[config.mk]
export PLATFORM = sky130hd
export DESIGN_NAME = jpeg_marker_insert_point_finder_flat
export DESIGN_NICKNAME = d
export VERILOG_FILES = /design/src/rtl/jmip_pkg.sv /design/src/rtl/jmip_in_if.sv /design/src/rtl/jmip_out_if.sv /design/src/rtl/jpeg_marker_insert_point_finder.sv /design/src/flat_wrapper.sv
export SDC_FILE = /design/constraint.sdc
export NUM_CORES = 1
export LEC_CHECK = 0
export BUFFER_PORTS_ARGS = -buffer_cell sky130_fd_sc_hd__buf_4
export CORE_MARGIN = 5
export CORE_UTILIZATION = 58
export CTS_CLUSTER_DIAMETER = 60
export CTS_CLUSTER_SIZE = 25
export DETAILED_ROUTE_END_ITERATION = 10
export PLACE_DENSITY = 0.86
export SYNTH_ARGS = -nofsm -noshare
export SYNTH_HDL_FRONTEND = slang
export SYNTH_SLANG_ARGS = --single-unit
[constraint.sdc]
create_clock -name clk_i -period 4.7 [get_ports clk_i]
set_input_delay 0.94 -clock clk_i [delete_from_list [all_inputs] [get_ports clk_i]]
set_output_delay 0.94 -clock clk_i [all_outputs]
set_load 0.05 [all_outputs]
[src/rtl/jmip_pkg.sv]
// Shared types and constants for the JPEG marker insert point finder.
package jmip_pkg;

  localparam int unsigned DataW   = 8;
  localparam int unsigned ResultW = 32;
  localparam int unsigned StatusW = 2;

  typedef enum logic [StatusW-1:0] {
    STATUS_OK       = 2'd0,
    STATUS_TOO_MANY = 2'd1,
    STATUS_TRUNC    = 2'd2,
    STATUS_BAD_LEN  = 2'd3
  } status_e;

  localparam logic [15:0] MarkerSoi  = 16'hFFD8;
  localparam logic [15:0] MarkerEoi  = 16'hFFD9;
  localparam logic [15:0] MarkerSos  = 16'hFFDA;
  localparam logic [15:0] MarkerApp0 = 16'hFFE0;
  localparam logic [15:0] MarkerApp1 = 16'hFFE1;
  localparam logic [15:0] MarkerApp2 = 16'hFFE2;
  localparam logic [7:0]  ByteFill   = 8'hFF;
  localparam logic [7:0]  ByteEoiLo  = 8'hD9;

  localparam logic [7:0]  MaxMarkersReset = 8'd100;
  localparam logic [7:0]  MarkersSat      = 8'd255;

endpackage

[src/rtl/jmip_in_if.sv]
// Byte stream channel carrying one file byte per request.
interface jmip_in_if;
  logic                          valid;
  logic                          ready;
  logic [jmip_pkg::DataW-1:0]    data_byte;
  logic                          last_byte;

  modport source (output valid, output data_byte, output last_byte, input ready);
  modport sink   (input valid, input data_byte, input last_byte, output ready);
endinterface

[src/rtl/jmip_out_if.sv]
// Result channel carrying the insert offset and the parse status.
interface jmip_out_if;
  logic                           valid;
  logic                           ready;
  logic [jmip_pkg::ResultW-1:0]   insert_offset;
  logic [jmip_pkg::StatusW-1:0]   status;

  modport source (output valid, output insert_offset, output status, input ready);
  modport sink   (input valid, input insert_offset, input status, output ready);
endinterface

[src/rtl/jpeg_marker_insert_point_finder.sv]
// Top level: JPEG marker walk that finds the offset for a new APP segment.
//
//  Channel  Direction  Payload                        Request moves
//  in_i     sink       data_byte[7:0], last_byte      one file byte
//  out_o    source     insert_offset[31:0], status    one result per file
//  cfg      write      cfg_data_i[7:0] (max_markers)  on cfg_we_i
//
// One byte is taken per cycle; the parse state and the result register update
// at the same edge, so a result appears in the cycle after the byte that causes it.
// in_i.ready is low only while a held result is not taken, since the single
// output register is the only buffer. Reset loads max_markers with 100 and
// arms the parser; the final byte of a file rearms it the same way.
module jpeg_marker_insert_point_finder #(
  parameter int unsigned OFFSET_BITS = 32
) (
  input  logic                       clk_i,
  input  logic                       rst_ni,
  jmip_in_if.sink                    in_i,
  jmip_out_if.source                 out_o,
  input  logic                       cfg_we_i,
  input  logic [jmip_pkg::DataW-1:0] cfg_data_i
);

  typedef enum logic [2:0] {
    PH_MARK_HI,
    PH_MARK_LO,
    PH_LEN_HI,
    PH_LEN_LO,
    PH_SKIP,
    PH_SCAN,
    PH_SCAN_FF,
    PH_DONE
  } phase_e;

  typedef logic [OFFSET_BITS-1:0] offset_t;

  phase_e         phase_q, phase_d;
  offset_t        pos_q, pos_d;
  logic [15:0]    marker_q, marker_d;
  logic [7:0]     len_hi_q, len_hi_d;
  logic [15:0]    skip_q, skip_d;
  offset_t        app12_q, app12_d;
  offset_t        app0_q, app0_d;
  logic [7:0]     seen_q, seen_d;
  logic [7:0]     max_markers_q;

  logic                              out_valid_q;
  logic [jmip_pkg::ResultW-1:0]      out_offset_q;
  jmip_pkg::status_e                 out_status_q;

  logic              accept;
  logic              emit;
  jmip_pkg::status_e emit_status;
  logic [15:0]       code_now;
  logic [15:0]       seg_len;
  offset_t           seg_end;
  offset_t           app_sel;
  logic [7:0]        b;

  assign b          = in_i.data_byte;
  assign in_i.ready = !out_valid_q || out_o.ready;
  assign accept     = in_i.valid && in_i.ready;

  assign code_now = {marker_q[15:8], b};
  assign seg_len  = {len_hi_q, b};
  // The first length byte sits one position before the current byte.
  assign seg_end  = pos_q - OFFSET_BITS'(1) + OFFSET_BITS'(seg_len);
  assign app_sel  = (app12_q != '0) ? app12_q : app0_q;

  always_comb begin
    phase_d     = phase_q;
    pos_d       = pos_q;
    marker_d    = marker_q;
    len_hi_d    = len_hi_q;
    skip_d      = skip_q;
    app12_d     = app12_q;
    app0_d      = app0_q;
    seen_d      = seen_q;
    emit        = 1'b0;
    emit_status = jmip_pkg::STATUS_OK;

    if (accept) begin
      case (phase_q)
        PH_MARK_HI: begin
          marker_d = {b, 8'h00};
          phase_d  = PH_MARK_LO;
        end
        PH_MARK_LO: begin
          marker_d = code_now;
          if (seen_q > max_markers_q) begin
            emit        = 1'b1;
            emit_status = jmip_pkg::STATUS_TOO_MANY;
          end else begin
            if (seen_q != jmip_pkg::MarkersSat) begin
              seen_d = seen_q + 8'd1;
            end
            if (code_now == jmip_pkg::MarkerSoi) begin
              phase_d = PH_MARK_HI;
            end else if (code_now == jmip_pkg::MarkerEoi) begin
              emit = 1'b1;
            end else begin
              phase_d = PH_LEN_HI;
            end
          end
        end
        PH_LEN_HI: begin
          len_hi_d = b;
          phase_d  = PH_LEN_LO;
        end
        PH_LEN_LO: begin
          if (seg_len < 16'd2) begin
            emit        = 1'b1;
            emit_status = jmip_pkg::STATUS_BAD_LEN;
          end else begin
            if (marker_q == jmip_pkg::MarkerApp0) begin
              app0_d = seg_end;
            end else if (marker_q == jmip_pkg::MarkerApp1 ||
                         marker_q == jmip_pkg::MarkerApp2) begin
              app12_d = seg_end;
            end
            skip_d = seg_len - 16'd2;
            if (seg_len != 16'd2) begin
              phase_d = PH_SKIP;
            end else if (marker_q == jmip_pkg::MarkerSos) begin
              phase_d = PH_SCAN;
            end else begin
              phase_d = PH_MARK_HI;
            end
          end
        end
        PH_SKIP: begin
          if (skip_q != 16'd0) begin
            skip_d = skip_q - 16'd1;
          end
          if (skip_q == 16'd0 || skip_q == 16'd1) begin
            phase_d = (marker_q == jmip_pkg::MarkerSos) ? PH_SCAN : PH_MARK_HI;
          end
        end
        PH_SCAN: begin
          if (b == jmip_pkg::ByteFill) begin
            phase_d = PH_SCAN_FF;
          end
        end
        PH_SCAN_FF: begin
          // Fill bytes keep the search armed; anything but EOI or a fill byte resumes it.
          if (b == jmip_pkg::ByteEoiLo) begin
            marker_d = jmip_pkg::MarkerEoi;
            emit     = 1'b1;
          end else if (b != jmip_pkg::ByteFill) begin
            phase_d = PH_SCAN;
          end
        end
        default: begin
          phase_d = PH_DONE;
        end
      endcase

      if (emit) begin
        phase_d = PH_DONE;
      end

      pos_d = pos_q + OFFSET_BITS'(1);

      if (in_i.last_byte) begin
        if (!emit && phase_d != PH_DONE) begin
          emit        = 1'b1;
          emit_status = jmip_pkg::STATUS_TRUNC;
        end
        phase_d  = PH_MARK_HI;
        pos_d    = '0;
        marker_d = '0;
        len_hi_d = '0;
        skip_d   = '0;
        app12_d  = '0;
        app0_d   = '0;
        seen_d   = '0;
      end
    end
  end

  always_ff @(posedge clk_i or negedge rst_ni) begin
    if (!rst_ni) begin
      phase_q       <= PH_MARK_HI;
      pos_q         <= '0;
      marker_q      <= '0;
      len_hi_q      <= '0;
      skip_q        <= '0;
      app12_q       <= '0;
      app0_q        <= '0;
      seen_q        <= '0;
      max_markers_q <= jmip_pkg::MaxMarkersReset;
      out_valid_q   <= 1'b0;
    end else begin
      phase_q  <= phase_d;
      pos_q    <= pos_d;
      marker_q <= marker_d;
      len_hi_q <= len_hi_d;
      skip_q   <= skip_d;
      app12_q  <= app12_d;
      app0_q   <= app0_d;
      seen_q   <= seen_d;
      if (cfg_we_i) begin
        max_markers_q <= cfg_data_i;
      end
      if (emit) begin
        out_valid_q <= 1'b1;
      end else if (out_o.ready) begin
        out_valid_q <= 1'b0;
      end
    end
  end

  always_ff @(posedge clk_i) begin
    if (emit) begin
      out_status_q <= emit_status;
      out_offset_q <= (emit_status == jmip_pkg::STATUS_OK) ?
                      jmip_pkg::ResultW'(app_sel) : '1;
    end
  end

  assign out_o.valid         = out_valid_q;
  assign out_o.insert_offset = out_offset_q;
  assign out_o.status        = out_status_q;

endmodule
[src/flat_wrapper.sv]
// flat-port wrapper written by rule: the top's interface ports become plain ports
module jpeg_marker_insert_point_finder_flat 
#(
  parameter int unsigned OFFSET_BITS = 32
)
  (clk_i, rst_ni, cfg_we_i, cfg_data_i, in_i_valid, in_i_data_byte, in_i_last_byte, in_i_ready, out_o_valid, out_o_insert_offset, out_o_status, out_o_ready);
  jmip_in_if in_i_i ();
  jmip_out_if out_o_i ();
  input  logic clk_i;
  input  logic rst_ni;
  input  logic cfg_we_i;
  input  logic [jmip_pkg::DataW-1:0] cfg_data_i;
  input wire logic [$bits(in_i_i.valid)-1:0] in_i_valid;
  input wire logic [$bits(in_i_i.data_byte)-1:0] in_i_data_byte;
  input wire logic [$bits(in_i_i.last_byte)-1:0] in_i_last_byte;
  output wire logic [$bits(in_i_i.ready)-1:0] in_i_ready;
  output wire logic [$bits(out_o_i.valid)-1:0] out_o_valid;
  output wire logic [$bits(out_o_i.insert_offset)-1:0] out_o_insert_offset;
  output wire logic [$bits(out_o_i.status)-1:0] out_o_status;
  input wire logic [$bits(out_o_i.ready)-1:0] out_o_ready;
  assign in_i_i.valid = in_i_valid;
  assign in_i_i.data_byte = in_i_data_byte;
  assign in_i_i.last_byte = in_i_last_byte;
  assign in_i_ready = in_i_i.ready;
  assign out_o_valid = out_o_i.valid;
  assign out_o_insert_offset = out_o_i.insert_offset;
  assign out_o_status = out_o_i.status;
  assign out_o_i.ready = out_o_ready;
  jpeg_marker_insert_point_finder #(.OFFSET_BITS(OFFSET_BITS)) u_core (.clk_i(clk_i), .rst_ni(rst_ni), .in_i(in_i_i), .out_o(out_o_i), .cfg_we_i(cfg_we_i), .cfg_data_i(cfg_data_i));
endmodule
==> flow_metrics.tcl, run 1 <==
set metrics [dict create \
    status "complete, no violations" \
    power.clock.fraction_pct 22.1 \
    grt_overflow_total 0 \
    power.density_mw_per_mm2 537 \
    finalWeightedCongestion 0.928 \
    clock_insertion_delay_worst_skew_ns 0.45 \
    largest_net_degree_at_the_start_of_global_routing 111 \
    htree_levels 4 \
    chipHeight_um 149 \
    worst_setup_hold_path_clk_slew_ns 0.08 \
    timing.max_cap.violations 0 \
    synthesized_netlist_net_count 1284 \
    synthCells 1187 \
    synth.yosys.seq_area_share_pct 43.9 \
    timing.fmax_mhz 258 \
    worst_hold_path.num_cells 2 \
    worstReg2RegEnd "u_core.app12_q[30]" \
    power.net_switching_mw 2.75 \
    synthFlopType "sky130_fd_sc_hd__dfrtp_1" \
    core_mm2 0.0189 \
    cts.repair_timing.setup_buffer_count 0 \
    cts_tree "done" \
    share_comb_of_total_power_pct 41.6 \
    ctsResizeCount 0 \
    drt-total-wl_mm 26.0 \
    worstPathRequired_ns 5.03 \
    dr.pass1.iters 8 \
    wire_length_of_the_first_global_routing_pass_mm 44.1 \
    crit_type "input port to register" \
    final_min_period_over_clock_period_pct 82.4 \
    use_met3_pct 5.35 \
    detail_route.iter0.violations 1071 \
    route.detailed.vias_per_inst 6.11 \
    route.detailed.wl_per_inst_um 17.4 \
    timing.critical_path.slowest_stage_cell "sky130_fd_sc_hd__fa_1" \
    async_reset_ff_share_pct 82.1 \
    hold_end "u_core.app0_q[30]" \
    hold_buffers 0 \
    synth_area_mm2 0.0112 \
    i_o_buffers 57 \
    antenna-diode-count 0 \
    grt.total_usage_pct 24.3 \
    design.final.nets 1319 \
    setup_tns_ns 0 \
    grt_util_met2_pct 36.8 \
    grt_antenna_before_repair 0 \
    rr_startpoint "u_core.len_hi_q[0]" \
    endpoint_kind "register" \
    grt_most_used_layer "met2" \
    cp_slowest_stage_delay_ns 0.40 \
    cts.path.max_buffers 2 \
    grtUsageMet1_pct 35.4 \
    fp-row-count 50 \
    clockRootBuffer "sky130_fd_sc_hd__clkbuf_16" \
    top_ports 58 \
    timing.final.hold_violations 0 \
    place.detailed.hpwl_mm 18.2 \
    postRouteAntennaNets 0 \
    cts.sinks 190 \
    ys.warnings.count 0 \
    synth.distinct_cells 70 \
    layout.cells.most_common "sky130_fd_sc_hd__dfrtp_1" \
    rsz0062_at_grt "no" \
    cts_inserted_buffers 17 \
    route.detailed.drc 0 \
    start_util_pct 59.4 \
    layout_common_cells "sky130_fd_sc_hd__dfrtp_1, sky130_fd_sc_hd__nand2_1, sky130_fd_sc_hd__inv_1" \
    switching_share_pct 40.9 \
    synth_area_per_cell_um2 9.46 \
    leakage_nw 5.79 \
    number_of_global_route_vias_before_repair 8774 \
    pwr-share-seq_pct 36.3 \
    report.final.slew_viol_count 0 \
    r2r_slack_ns 1.11 \
    hp-class "register to register" \
    die_w_um 149 \
    post_route_cells_drive_above_1_share_pct 12.5 \
    critPathMaxFanout 9 \
    timing.critical_path.max_delay_family "compound AO/OA/AOI/OAI gates" \
    dr_total_vias 9132 \
    timing.slew.headroom_pct 9.86 \
    synth-edff-count 34 \
    critical_path.cell_chain "buf_4, inv_1, ha_1, inv_1, ha_1, fa_1, a21oi_1, o221ai_1, a22oi_1, a31oi_1, o41a_1, a21o_1, a21oi_1, xnor2_1, a22o_1" \
    finalSetupViolCount 0 \
    finalCriticalPeriod_ns 3.87 \
    design.die.area_mm2 0.0222 \
    ir_worst_vdd_uv 303 \
    worst_clock_skew_ns 0.0176 \
    critPathLaunchType "input port" \
    min_from "u_core.app0_q[30]" \
    worstMarginPinSlew_ns 1.34 \
    final_power_mw 6.73 \
    synthToLayoutAreaGrowth_pct 11.5 \
    timing.reg2reg.worst_path_depth 13 \
    power.internal_mw 3.98 \
    cp.buffers_inverters 3 \
    critPathArrivalTime_ns 4.20 \
    flip_flop_and_latch_count_after_synthesis 190 \
]
-- synthesized netlist by cell type (5+ instances only) --
master,instances,area share [%]
sky130_fd_sc_hd__dfrtp_1,153,34
sky130_fd_sc_hd__nand2_1,105,3.5
sky130_fd_sc_hd__inv_1,102,3.4
sky130_fd_sc_hd__nor2_1,97,3.2
sky130_fd_sc_hd__o21ai_0,76,3.4
sky130_fd_sc_hd__ha_1,74,8.2
sky130_fd_sc_hd__a21oi_1,55,2.5
sky130_fd_sc_hd__xnor2_1,53,4.1
sky130_fd_sc_hd__clkbuf_1,44,1.5
sky130_fd_sc_hd__o31ai_1,37,2.5
sky130_fd_sc_hd__edfxtp_1,34,9.1
sky130_fd_sc_hd__a211o_1,33,2.6
sky130_fd_sc_hd__nor3_1,30,1.3
sky130_fd_sc_hd__nand3_1,28,1.2
sky130_fd_sc_hd__nand4_1,23,1.3
sky130_fd_sc_hd__mux2_2,22,2.2
sky130_fd_sc_hd__a21o_1,17,1.1
sky130_fd_sc_hd__o22ai_1,16,0.89
sky130_fd_sc_hd__xor2_1,15,1.2
sky130_fd_sc_hd__and3_1,12,0.67
sky130_fd_sc_hd__nor4_1,12,0.67
sky130_fd_sc_hd__a31oi_1,11,0.61
sky130_fd_sc_hd__a22o_1,10,0.78
sky130_fd_sc_hd__nand2b_1,10,0.56
sky130_fd_sc_hd__a22oi_1,9,0.60
sky130_fd_sc_hd__buf_2,8,0.36
sky130_fd_sc_hd__nor2b_1,8,0.45
sky130_fd_sc_hd__or3_1,8,0.45
sky130_fd_sc_hd__a211oi_1,6,0.40
sky130_fd_sc_hd__o211ai_1,6,0.40
sky130_fd_sc_hd__o41ai_1,5,0.39
-- through the flow --
step                instance area [um2]  hold slack, ns  util (%)  std cells  setup slack [ns]
finish                            12500           0.484      66.3       1495             0.829
global route                      12500           0.504      66.3       1495             0.692
CTS                               12500           0.487      66.3       1495             0.904
detailed placement                11900           0.468      63.0       1463             0.458
global placement                  11900           0.462      63.0       1463             0.538
floorplan                         11200           0.449         -       1187             0.363
-- worst max-delay path by stage --
stage                            startpoint                            end  slack, ns  cells after the start
after floorplan           in_i_data_byte[6]  u_core.out_o.insert_offset[0]       0.36                      9
after global placement    in_i_data_byte[1]              u_core.app0_q[25]       0.54                     15
after detailed placement  in_i_data_byte[1]              u_core.app0_q[25]       0.46                     15
after CTS                 in_i_data_byte[1]             u_core.app12_q[25]       0.90                     15
after global routing      in_i_data_byte[1]             u_core.app12_q[25]       0.69                     15
final                     in_i_data_byte[1]             u_core.app12_q[25]       0.83                     15
-- layer usage --
metal	routed length (um)	up-vias	share of wire (%)
li1	-	4313	-
met1	11700	4334	45
met2	11900	430	46
met3	1960	55	7.5
met4	526	0	2.0
met5	0	-	0
-- registers in the layout (all words and copies together) (netlist names), 16 cells and up --
signal	flops
u_core.marker_q	16
u_core.out_o.insert_offset	32
u_core.app12_q	32
u_core.app0_q	32
u_core.pos_q	32
u_core.skip_q	16
-- worst reg2reg max path, delay by kind of cell (launching register included) --
kind	cells	cell delay, ns
DFF	1	0.54
buffers and inverters	2	0.23
AOI/OAI and AO/OA	7	1.34
xor gates and xnor gates	1	0.21
and+or+nand+nor	1	0.42
adders and majority gates	2	0.70
-- logic make-up (layout without fill, tap and decap cells) --
kind of cell | after synthesis | in the layout | synth area share, %
xor+xnor | 68 | 68 | 5.30
flops | 190 | 190 | 43.9
fa+ha+maj | 75 | 75 | 8.42
simple gates | 358 | 358 | 15.5
mux | 23 | 23 | 2.30
buf+inv | 158 | 206 | 5.57
compound gates | 315 | 315 | 19.0
-- layout make-up --
type | instances | area [um2]
Timing Repair Buffer | 72 | 544
Sequential cell | 190 | 4930
Multi-Input combinational cell | 839 | 5720
Tap cell | 260 | 325
Fill cell | 1396 | 6370
Inverter | 102 | 383
Clock buffer | 17 | 425
Clock inverter | 15 | 201
-- power groups by stage --
stage / sequential [mW] / clock (mW) / combinational [mW]
finish: 2.45 / 1.49 / 2.80
global route: 2.49 / 1.59 / 3.10
CTS: 2.43 / 1.51 / 2.76
detailed placement: 2.45 / 0 / 2.73
global placement: 2.42 / 0 / 2.64
floorplan: 2.46 / 0 / 2.01
No activity file was read; power rests on OpenSTA's default activity.
==> inputs of run 2 (changes only) <==
Clock period 4.7 ns to 3.8 ns, I/O delays scaled along.
==> run 2 against run 1 <==
  * Global-route usage increased by 0.35 points
  * Worst hold slack got worse by 0.082 ns
  * Clock power increased by 14%
  * Die area unchanged
==> flow_metrics.tcl, run 2 (same netlist as run 1, synthesis figures left out) <==
set metrics [dict create \
    status "complete, no violations" \
    clockRootBuffer "sky130_fd_sc_hd__clkbuf_16" \
    placedInstanceArea_mm2 0.0121 \
    finalCriticalPeriod_ns 3.47 \
    hp-class "input port to asynchronous set/reset pin" \
    final_min_period_over_clock_period_pct 91.4 \
    postLayoutCoreUtil_pct 67.1 \
    hold_buffers 0 \
    clock_insertion_delay_worst_skew_ns 0.44 \
    report.final.slew_viol_count 0 \
    grtUsageMet1_pct 35.2 \
    cts.repair_timing.setup_buffer_count 0 \
    largest_net_degree_at_the_start_of_global_routing 90 \
    fill_cells 1418 \
    htree_levels 4 \
    postLayoutCellArea_mm2 0.0127 \
    grt_most_used_layer "met2" \
    core_mm2 0.0189 \
    crit_type "register to register" \
    layout.cells.most_common "sky130_fd_sc_hd__dfrtp_1" \
    wire_length_of_the_first_global_routing_pass_mm 44.8 \
    route.detailed.vias_per_inst 6.12 \
    grt_util_met2_pct 39.5 \
    power.density_mw_per_mm2 653 \
    hold-worst-slack_ns 0.403 \
    setup.worst_path.start "u_core.len_hi_q[0]" \
    setup_tns_ns 0 \
    cts.path.max_buffers 2 \
    layout_common_cells "sky130_fd_sc_hd__dfrtp_1, sky130_fd_sc_hd__nand2_1, sky130_fd_sc_hd__inv_1" \
    start_util_pct 59.4 \
    use_met3_pct 3.52 \
    dr_total_vias 9316 \
    timing.fmax_mhz 288 \
    post_route_cells_drive_above_1_share_pct 14.3 \
    chipHeight_um 149 \
    finalWeightedCongestion 0.955 \
    design.die.area_mm2 0.0222 \
    fp-row-count 50 \
    rr_startpoint "u_core.len_hi_q[0]" \
    design.final.nets 1347 \
    worstPathRequired_ns 4.10 \
    drt-total-wl_mm 26.7 \
    timing.max_cap.violations 0 \
    worstMarginPinSlew_ns 0.838 \
    rsz0062_at_grt "no" \
    r2r_slack_ns 0.33 \
    grt_overflow_total 0 \
    cts.sinks 190 \
    critPathArrivalTime_ns 3.77 \
    critPathLaunchType "register" \
    top_ports 58 \
    number_of_global_route_vias_before_repair 8951 \
    finalSetupViolCount 0 \
    i_o_buffers 57 \
    cts_inserted_buffers 17 \
    grt_antenna_before_repair 0 \
    timing.final.hold_violations 0 \
    postRouteAntennaNets 0 \
    synthToLayoutAreaGrowth_pct 13.0 \
    endpoint_kind "register" \
    route.detailed.drc 0 \
    antenna-diode-count 0 \
    grt.total_usage_pct 24.7 \
    detail_route.iter0.violations 888 \
    timing.slew.headroom_pct 44.1 \
    critPathMaxFanout 7 \
    ir_worst_vdd_uv 457 \
    worst_setup_hold_path_clk_slew_ns 0.07 \
    cts_tree "done" \
    final_power_mw 8.28 \
    worst_clock_skew_ns 0.0121 \
    ctsResizeCount 0 \
    dr.pass1.iters 6 \
    die_w_um 149 \
    leakage_nw 5.90 \
    place.detailed.hpwl_mm 18.7 \
    route.detailed.wl_per_inst_um 17.5 \
]
==> run 2: through the flow <==
step | std cells | setup slack (ns)
after detailed placement | 1491 | -0.00256
after global routing | 1523 | 0.104
after CTS | 1523 | 0.343
after global placement | 1491 | 0.0683
final | 1523 | 0.326
after floorplan | 1187 | 0.0362
==> run 2: final timing paths <==
check | to | cells after the start
max | u_core.app12_q[30] | 13
min | u_core.marker_q[11] | 1
max reg2reg | u_core.app12_q[30] | 13
min reg2reg | u_core.app0_q[28] | 2
max in group asynchronous | u_core.app0_q[28] | 2
min in group clk_i | u_core.app0_q[28] | 2
==> run 2: cell type report <==
| type | instances | area, um2 | share of cell area, % |
|---|---|---|---|
| multi-input cells | 839 | 5720 | 45.1 |
| flip-flops and latches | 190 | 4930 | 38.9 |
| repair buffers | 100 | 779 | 6.14 |
| clock buffers | 18 | 429 | 3.38 |
| inverters | 102 | 383 | 3.02 |
| well taps | 260 | 325 | 2.56 |
| clock inverters | 14 | 125 | 0.986 |
==> run 2: metal layers <==
metal,vias up,share of wire (%)
met5,-,0
met4,0,1.7
met3,51,6.7
met2,401,47
met1,4495,44
li1,4369,-
==> run 2: power by group <==
group / switching [mW] / total (mW) / internal (mW)
combinational: 2.07 / 3.56 / 1.49
clock: 0.833 / 1.70 / 0.862
sequential: 0.419 / 3.02 / 2.60
total: 3.32 / 8.28 / 4.96
==> run 2: critical path, cell delays in order (launching register included) <==
cell,delay [ns]
sky130_fd_sc_hd__dfrtp_1,0.49
sky130_fd_sc_hd__inv_1,0.14
sky130_fd_sc_hd__ha_1,0.33
sky130_fd_sc_hd__inv_1,0.05
sky130_fd_sc_hd__ha_1,0.37
sky130_fd_sc_hd__o21ai_0,0.23
sky130_fd_sc_hd__o21ai_0,0.10
sky130_fd_sc_hd__o2111ai_1,0.13
sky130_fd_sc_hd__a31oi_1,0.16
sky130_fd_sc_hd__or3_1,0.42
sky130_fd_sc_hd__a211o_1,0.33
sky130_fd_sc_hd__a311oi_2,0.27
sky130_fd_sc_hd__xor2_1,0.22
sky130_fd_sc_hd__o31ai_1,0.09
